--- src/rtl/core/saan_pkg.sv ---
// ----------------------------------------------------------------------------
// saan_pkg
// Shared types and constants for the sensor average autorange normalizer.
// ----------------------------------------------------------------------------
package saan_pkg;

  localparam int Channels  = 13;
  localparam int Window    = 15;
  localparam int ChW       = 4;
  localparam int MvW       = 12;
  localparam int SumW      = 16;
  localparam int HistDepth = Channels * Window;
  localparam int HistAw    = $clog2(HistDepth);
  localparam int WinW      = $clog2(Window + 1);
  localparam int DivW      = 26;

  // window sum / Window as multiply by rounded-up reciprocal, then shift
  localparam int AvgShift  = 20;
  localparam int AvgRecip  = ((2 ** AvgShift) + Window - 1) / Window;
  localparam int AvgProdW  = SumW + 17;

  localparam logic [0:0] CfgOutputMax = 1'b0;
  localparam logic [0:0] CfgFilterEn  = 1'b1;

  localparam logic KindSample = 1'b0;
  localparam logic KindReset  = 1'b1;

  typedef struct packed {
    logic           kind;
    logic [ChW-1:0] channel;
    logic [MvW-1:0] millivolts;
  } in_item_t;

  typedef struct packed {
    logic [ChW-1:0] out_channel;
    logic [MvW-1:0] filtered_mv;
    logic [MvW-1:0] level;
    logic           range_zero;
  } out_item_t;

  typedef struct packed {
    logic load;
    logic hist_upd;
    logic calib;
    logic div_start;
    logic out_load;
    logic clear_cal;
  } dp_cmd_t;

  typedef struct packed {
    logic div_done;
  } dp_sts_t;

endpackage

--- src/rtl/core/saan_ram.sv ---
// ----------------------------------------------------------------------------
// saan_ram
// Generic single-port RAM with registered read.
// ----------------------------------------------------------------------------
module saan_ram #(
  parameter int Width = 8,
  parameter int Depth = 16
) (
  input  logic                     clk,
  input  logic                     we,
  input  logic [$clog2(Depth)-1:0] addr,
  input  logic [Width-1:0]         wdata,
  output logic [Width-1:0]         rdata
);
  logic [Width-1:0] mem [Depth];

  always_ff @(posedge clk) begin
    if (we) begin
      mem[addr] <= wdata;
    end
    rdata <= mem[addr];
  end
endmodule

--- src/rtl/core/saan_datapath.sv ---
// ----------------------------------------------------------------------------
// saan_datapath
// History ring, window sums, min/max tracking and a restoring divider.
// ----------------------------------------------------------------------------
module saan_datapath (
  input  logic                clk,
  input  logic                rst,
  input  saan_pkg::in_item_t  in_item,
  input  saan_pkg::dp_cmd_t   cmd,
  input  logic [11:0]         output_max,
  input  logic                filter_enable,
  output saan_pkg::dp_sts_t   sts,
  output saan_pkg::out_item_t out_item
);
  import saan_pkg::*;

  logic [ChW-1:0]  ch;
  logic [MvW-1:0]  mv;
  logic [WinW-1:0] ptr [Channels];
  logic [SumW-1:0] wsum [Channels];
  logic [Channels-1:0] cal_valid;
  logic [Channels-1:0] filled;
  logic [MvW-1:0]  tmax [Channels];
  logic [MvW-1:0]  tmin [Channels];
  logic [HistAw-1:0] haddr;
  logic [MvW-1:0]  hrd;
  logic [SumW-1:0] nsum;
  logic [AvgProdW-1:0] qprod;
  logic [MvW-1:0]  avg, v, mn, mx, rng;
  logic            zero;
  logic [DivW-1:0] num, rem_q;
  logic [DivW-1:0] den;
  logic [4:0]      cnt;
  logic            busy;
  logic [DivW:0]   trial;
  logic [DivW-1:0] rem;
  logic [23:0]     prod;

  // slot at ptr holds data only once the channel's ring has wrapped
  assign haddr = HistAw'(ch * Window + ptr[ch]);
  assign nsum  = wsum[ch] - (filled[ch] ? SumW'(hrd) : '0) + SumW'(mv);
  assign qprod = AvgProdW'(nsum) * AvgProdW'(AvgRecip);

  saan_ram #(.Width(MvW), .Depth(HistDepth)) u_hist (
    .clk(clk), .we(cmd.hist_upd), .addr(haddr), .wdata(mv), .rdata(hrd)
  );

  always_ff @(posedge clk) begin
    if (rst) begin
      cal_valid <= '0;
      filled    <= '0;
      busy      <= 1'b0;
      for (int i = 0; i < Channels; i++) begin
        ptr[i]  <= '0;
        wsum[i] <= '0;
      end
    end else begin
      if (cmd.load) begin
        ch <= in_item.channel;
        mv <= in_item.millivolts;
      end
      if (cmd.clear_cal) begin
        cal_valid <= '0;
      end
      if (cmd.hist_upd) begin
        wsum[ch] <= nsum;
        ptr[ch]  <= (ptr[ch] == WinW'(Window - 1)) ? '0 : ptr[ch] + 1'b1;
        if (ptr[ch] == WinW'(Window - 1)) filled[ch] <= 1'b1;
        avg      <= qprod[AvgShift +: MvW];
      end
      if (cmd.calib) begin
        cal_valid[ch] <= 1'b1;
        if (!cal_valid[ch] || v > tmax[ch]) tmax[ch] <= v;
        if (!cal_valid[ch] || v < tmin[ch]) tmin[ch] <= v;
        mx <= (!cal_valid[ch] || v > tmax[ch]) ? v : tmax[ch];
        mn <= (!cal_valid[ch] || v < tmin[ch]) ? v : tmin[ch];
        prod <= 24'(v - ((!cal_valid[ch] || v < tmin[ch]) ? v : tmin[ch])) * 24'(output_max);
      end
      if (cmd.div_start) begin
        num   <= {1'b0, prod, 1'b0} + DivW'(rng);
        den   <= {13'b0, rng, 1'b0};
        rem_q <= '0;
        cnt   <= 5'(DivW);
        busy  <= 1'b1;
      end else if (busy) begin
        num   <= {num[DivW-2:0], ~trial[DivW]};
        rem_q <= trial[DivW] ? rem : trial[DivW-1:0];
        cnt   <= cnt - 5'd1;
        if (cnt == 5'd1) busy <= 1'b0;
      end
      if (cmd.out_load) begin
        out_item.out_channel <= ch;
        out_item.filtered_mv <= v;
        out_item.level       <= zero ? '0 : num[MvW-1:0];
        out_item.range_zero  <= zero;
      end
    end
  end

  assign v     = filter_enable ? avg : mv;
  assign rng   = mx - mn;
  assign zero  = (mx == mn);
  assign rem   = {rem_q[DivW-2:0], num[DivW-1]};
  assign trial = {1'b0, rem} - {1'b0, den};
  assign sts.div_done = !busy;
endmodule

--- src/rtl/core/saan_ctrl.sv ---
// ----------------------------------------------------------------------------
// saan_ctrl
// Sequencer: accept, history read/update, calibrate, divide, deliver.
// ----------------------------------------------------------------------------
module saan_ctrl (
  input  logic               clk,
  input  logic               rst,
  input  logic               in_valid,
  input  saan_pkg::in_item_t in_item,
  output logic               in_stall,
  output logic               out_valid,
  input  logic               out_stall,
  input  saan_pkg::dp_sts_t  sts,
  output saan_pkg::dp_cmd_t  cmd
);
  import saan_pkg::*;

  typedef enum logic [2:0] {
    S_IDLE, S_READ, S_UPD, S_CAL, S_START, S_DIV, S_OUT
  } state_t;

  state_t state;
  logic   acc;

  assign in_stall = (state != S_IDLE);
  assign acc      = in_valid && !in_stall;

  always_comb begin
    cmd = '0;
    cmd.load      = acc;
    cmd.clear_cal = acc && in_item.kind == KindReset;
    cmd.hist_upd  = (state == S_UPD);
    cmd.calib     = (state == S_CAL);
    cmd.div_start = (state == S_START);
    cmd.out_load  = (state == S_DIV) && sts.div_done && !(out_valid && out_stall);
  end

  always_ff @(posedge clk) begin
    if (rst) begin
      state     <= S_IDLE;
      out_valid <= 1'b0;
    end else begin
      if (out_valid && !out_stall) out_valid <= 1'b0;
      case (state)
        S_IDLE: begin
          if (acc && in_item.kind == KindSample && in_item.channel < ChW'(Channels)) begin
            state <= S_READ;
          end
        end
        S_READ:  state <= S_UPD;
        S_UPD:   state <= S_CAL;
        S_CAL:   state <= S_START;
        S_START: state <= S_DIV;
        S_DIV: begin
          if (cmd.out_load) begin
            out_valid <= 1'b1;
            state     <= S_IDLE;
          end
        end
        default: state <= S_IDLE;
      endcase
    end
  end
endmodule

--- src/rtl/core/sensor_average_autorange_normalizer.sv ---
// ----------------------------------------------------------------------------
// sensor_average_autorange_normalizer
// Per-channel boxcar average (bypassable) with min/max auto-ranging to 0..output_max.
// ----------------------------------------------------------------------------
// Input beats carry a sample (kind 0) or a calibration reset (kind 1).
// A sample for a valid channel yields one output beat; a reset beat or a
// sample for an out-of-range channel yields none and leaves the block idle.
// A sample's output beat goes valid after the history RAM read, window
// update, calibration, divider load, a 26-step restoring divider (one bit
// per cycle) and the load of the output register. The next input is
// accepted only once the block is back in idle, one sample at a time.
// in_stall stays high while an item is in progress; the output
// register holds a result until taken, and the next item may start
// meanwhile, but it waits at the end of its divide while that beat stalls.
// Configuration writes (index 0 output_max, 1 filter_enable) are always
// ready and must be issued while the block is idle.
// After rst, window sums, history pointers and fill flags are zero; a
// history slot counts as zero until its channel's ring has wrapped once.
// ----------------------------------------------------------------------------
module sensor_average_autorange_normalizer (
  input  logic                clk,
  input  logic                rst,
  input  logic                in_valid,
  output logic                in_stall,
  input  saan_pkg::in_item_t  in_data,
  output logic                out_valid,
  input  logic                out_stall,
  output saan_pkg::out_item_t out_data,
  input  logic                cfg_valid,
  output logic                cfg_ready,
  input  logic [0:0]          cfg_index,
  input  logic [11:0]         cfg_data
);
  import saan_pkg::*;

  dp_cmd_t     cmd;
  dp_sts_t     sts;
  logic [11:0] output_max;
  logic        filter_enable;

  assign cfg_ready = 1'b1;

  always_ff @(posedge clk) begin
    if (rst) begin
      output_max    <= 12'd255;
      filter_enable <= 1'b1;
    end else if (cfg_valid) begin
      case (cfg_index)
        CfgOutputMax: output_max    <= cfg_data;
        CfgFilterEn:  filter_enable <= cfg_data[0];
        default: ;
      endcase
    end
  end

  saan_ctrl u_ctrl (
    .clk(clk), .rst(rst), .in_valid(in_valid), .in_item(in_data),
    .in_stall(in_stall), .out_valid(out_valid), .out_stall(out_stall),
    .sts(sts), .cmd(cmd)
  );

  saan_datapath u_dp (
    .clk(clk), .rst(rst), .in_item(in_data), .cmd(cmd),
    .output_max(output_max), .filter_enable(filter_enable),
    .sts(sts), .out_item(out_data)
  );
endmodule
--- config.mk ---
export PLATFORM = sky130hd
export DESIGN_NAME = sensor_average_autorange_normalizer
export DESIGN_NICKNAME = d
export VERILOG_FILES = /design/src/rtl/core/saan_pkg.sv /design/src/rtl/core/saan_ram.sv /design/src/rtl/core/saan_datapath.sv /design/src/rtl/core/saan_ctrl.sv /design/src/rtl/core/sensor_average_autorange_normalizer.sv
export SDC_FILE = /design/constraint.sdc
export NUM_CORES = 2
export LEC_CHECK = 0
export ABC_AREA = 0
export BUFFER_PORTS_ARGS = -buffer_cell sky130_fd_sc_hd__buf_2
export CAP_MARGIN = 20
export CORE_UTILIZATION = 40
export DETAILED_ROUTE_END_ITERATION = 7
export HOLD_SLACK_MARGIN = 0.15
export RECOVER_POWER = 25
export SLEW_MARGIN = 20
export SYNTH_ARGS = -nofsm -noshare
export SYNTH_HDL_FRONTEND = slang
export SYNTH_SLANG_ARGS = --single-unit
--- constraint.sdc ---
create_clock -name clk -period 25.9 [get_ports clk]
set_input_delay 0 -clock clk [delete_from_list [all_inputs] [get_ports clk]]
set_output_delay 0 -clock clk [all_outputs]
set_load 0.02 [all_outputs]
==> results.yml <==
outcome:
  status: "complete, but fails checks"
  violations: "capacitance limit, slew limit"
synthesis:
  ys.flop_type: "edfxtp_1"
  yosys.area.top_type_share: 0.6937
  synth_xor_area_frac: 0.007472
  synth_edf_count: 3145
  synth_cells: 7157
  synth_seq_area_share: 0.7025
  yosysTopAreaCell: "edfxtp_1"
  syn_area_sq_um: 136100
  synth.mux.area_fraction: 0.1588
  synth_top_family_by_area: "multiplexers"
  ys_ff_latch: 3205
  synth-compound-area-share: 0.01709
  yosys.area_share.simple: 0.04043
  syn_avg_cell_area_sq_um: 19.02
  syn-num-nets: 7637
  synth_fa_ha_area_frac: 0.05193
  yosysWarnings: 0
  synthTopCellsByArea: "edfxtp_1 69%, mux4_2 16%, fa_1 2.9%"
  synth_cell_type_count: 78
  async_flop_share: 0
global_routing:
  overflow: 0
  grt_max_degree: 196
  grt_usage: 0.1978
  antenna_found_initial: 10
  grt_first_pass_wirelength_um: 497400
  grt_pass1_vias: 70850
critical_path:
  cpMaxStageDelayCell: "clkbuf_1"
  path_max_fanout: 52
  critical_path_class: "reg2reg"
  crit_top_cell: "fa_1"
  cpPeakStageDelay_ps: 2450
  worstPathRequired_ps: 26550
  cp_data_arrival_time_ps: 14480
  rrSetupSlack_ps: 12070
  cp-end-kind: "flop"
  r2r_cells: 39
  start_kind: "flop"
  r2r_end: "u_dp.prod[23]"
  r2r-start: "u_dp.mv[8]"
layout:
  fillers: 28270
  drive_above_1_share: 0.2394
  nets: 8026
  syn_to_final_growth_pct: 13.88
job:
  cap_violations: 28
clocking:
  path_clk_slew_ps: 60
  post_cts_buffers: 0
  cts.sinks: 3205
  clk_latency_ps: 940
  cts-root-buf: "clkbuf_16"
  htreeDepth: 5
  cts_resized: 0
  cts_tree: "built"
  cts_inserted_buffers: 339
  clockBufferDepth: 4
sta:
  slew_viol_final: 1782
  tns_ps: 0
  setup_slack_ps: 12070
  hold_violations: 0
  slew_headroom: -5.341
  rsz0062_at_grt: "no"
  fin_crit_ps: 13830
  period_share: 0.5338
  fmax_mhz: 72.33
  fin_skew_ps: 88.73
  worst_pin_slew_ps: 9512
  setup-violations-final: 0
die:
  core-area_sq_um: 337700
  die_y_um: 585.4
  fp.dieW_um: 585.4
  row_count: 213
  initial_core_util: 0.4032
  boundaryPins: 67
  die_area_sq_um: 342700
place:
  port_buffers: 65
  pre_cts_ws_ps: 12900
  gp_congestion: 0.8196
  dp_hpwl_um: 208400
route:
  drc_errors: 0
  num_vias: 69010
  vias_per_cell: 5.589
  ant_nets: 0
  wl_per_cell_um: 27.49
  drtIter0Drc: 7191
  routed_wl_um: 339400
  drtPass1Iterations: 6
hold_path:
  worstHoldPathCells: 6
  hp-class: "in2reg"
  min-delay-start: "in_data[16]"
  worstHoldEndpoint: "u_ctrl.state[0]"
## worst max-delay path: cells and delay by family, from the launching register on
kind	cells	cell delay, ps
mux	1	1090
flops	1	320
fa+ha+maj	8	3410
buf+inv	5	3040
simple gates	11	2050
compound gates	11	2910
xor+xnor	3	690
## flip-flops by register name (all words and copies together) (netlist names), 24 cells and up, named ones only
name	flops
u_dp.num	26
u_dp.wsum	256
u_dp.ptr	64
u_dp.tmin	156
u_dp.u_hist.mem	2340
u_dp.rem_q	25
u_dp.tmax	156
u_dp.prod	24
u_dp.out_item	29
## Yosys cell counts (72+ instances only)
cell type and count:
edfxtp_1 3145, mux4_2 940, nor2_1 622, inv_1 383, nand2_1 346, clkbuf_1 270, ha_1 245, fa_1 200
a21oi_1 94, nand3_1 82, o21ai_0 80, xnor2_1 72
## kinds of logic (layout without fill, tap and decap cells)
group / count (synthesis) / after routing
flops: 3205 / 3205
simple gates: 1285 / 1285
mux: 983 / 983
buf+inv: 766 / 1440
fa+ha+maj: 445 / 445
compound gates: 359 / 359
xor+xnor: 113 / 113
other cells: 1 / 2
## metal layers
layer	up-vias	global-route usage	part of all wire
met2	2612	0.3158	0.47
li1	28970	-	-
met3	425	0.03456	0.077
met1	37000	0.2859	0.43
met5	-	0	0.000035
met4	2	0.04078	0.020
## layout by cell type, fill, tap and decap left out, types with 35 or more instances in the layout
cell,n
a21oi_1,93
and2_1,50
buf_4,238
bufinv_16,35
clkbuf_1,138
clkbuf_16,342
clkinv_1,69
clkinv_2,66
dfxtp_1,57
dlygate4sd3_1,84
edfxtp_1,3145
fa_1,199
ha_1,243
inv_1,383
mux4_2,940
nand2_1,341
nand3_1,81
nor2_1,511
nor2_2,109
nor2b_1,48
o21ai_0,80
xnor2_1,64
xor2_1,36
## metrics by stage
stage / hold WS, ps / std cells / area (sq um) / util
after floorplan: 98.87 / 7157 / 136100 / -
after global placement: 179.8 / 11630 / 143100 / 0.4237
after detailed placement: 178.5 / 11630 / 143300 / 0.4242
after CTS: 175.0 / 12340 / 155200 / 0.4595
after global routing: 253.6 / 12350 / 155000 / 0.4591
final: 227.1 / 12350 / 155000 / 0.4591
## how the worst max path moves through the flow
stage	startpoint	endpoint	slack, ps	cells past startpoint
4_1_cts	flop	u_dp.prod[23]	12880	41
3_5_place_dp	flop	u_dp.prod[23]	12900	41
2_1_floorplan	u_dp.mv[3]	u_dp.prod[23]	13340	40
6_report	u_dp.mv[8]	u_dp.prod[23]	12070	39
3_3_place_gp	flop	u_dp.prod[23]	12970	41
5_1_grt	u_dp.mv[8]	u_dp.prod[23]	11200	39
## timing repair
| action | in CTS | in global routing |
|---|---|---|
| setup endpoints to repair | 0 | 0 |
| endpoints found under the hold margin | 117 | 0 |
| hold buffers | 84 | 0 |
## cell type report
cell class              instances  area, sq um  area share
clock buffers                 412         8871     0.05722
multi-input cells            3186        38010      0.2452
clock inverters               214         2197     0.01417
diodes                          1        2.502  0.00001614
flip-flops and latches       3205        95650      0.6170
well taps                    4515         5649     0.03644
repair buffers                430         3214     0.02073
inverters                     384         1441    0.009297
Power is not shown: default switching activity piles up to over one toggle a cycle in this logic, so the estimate is an artifact.
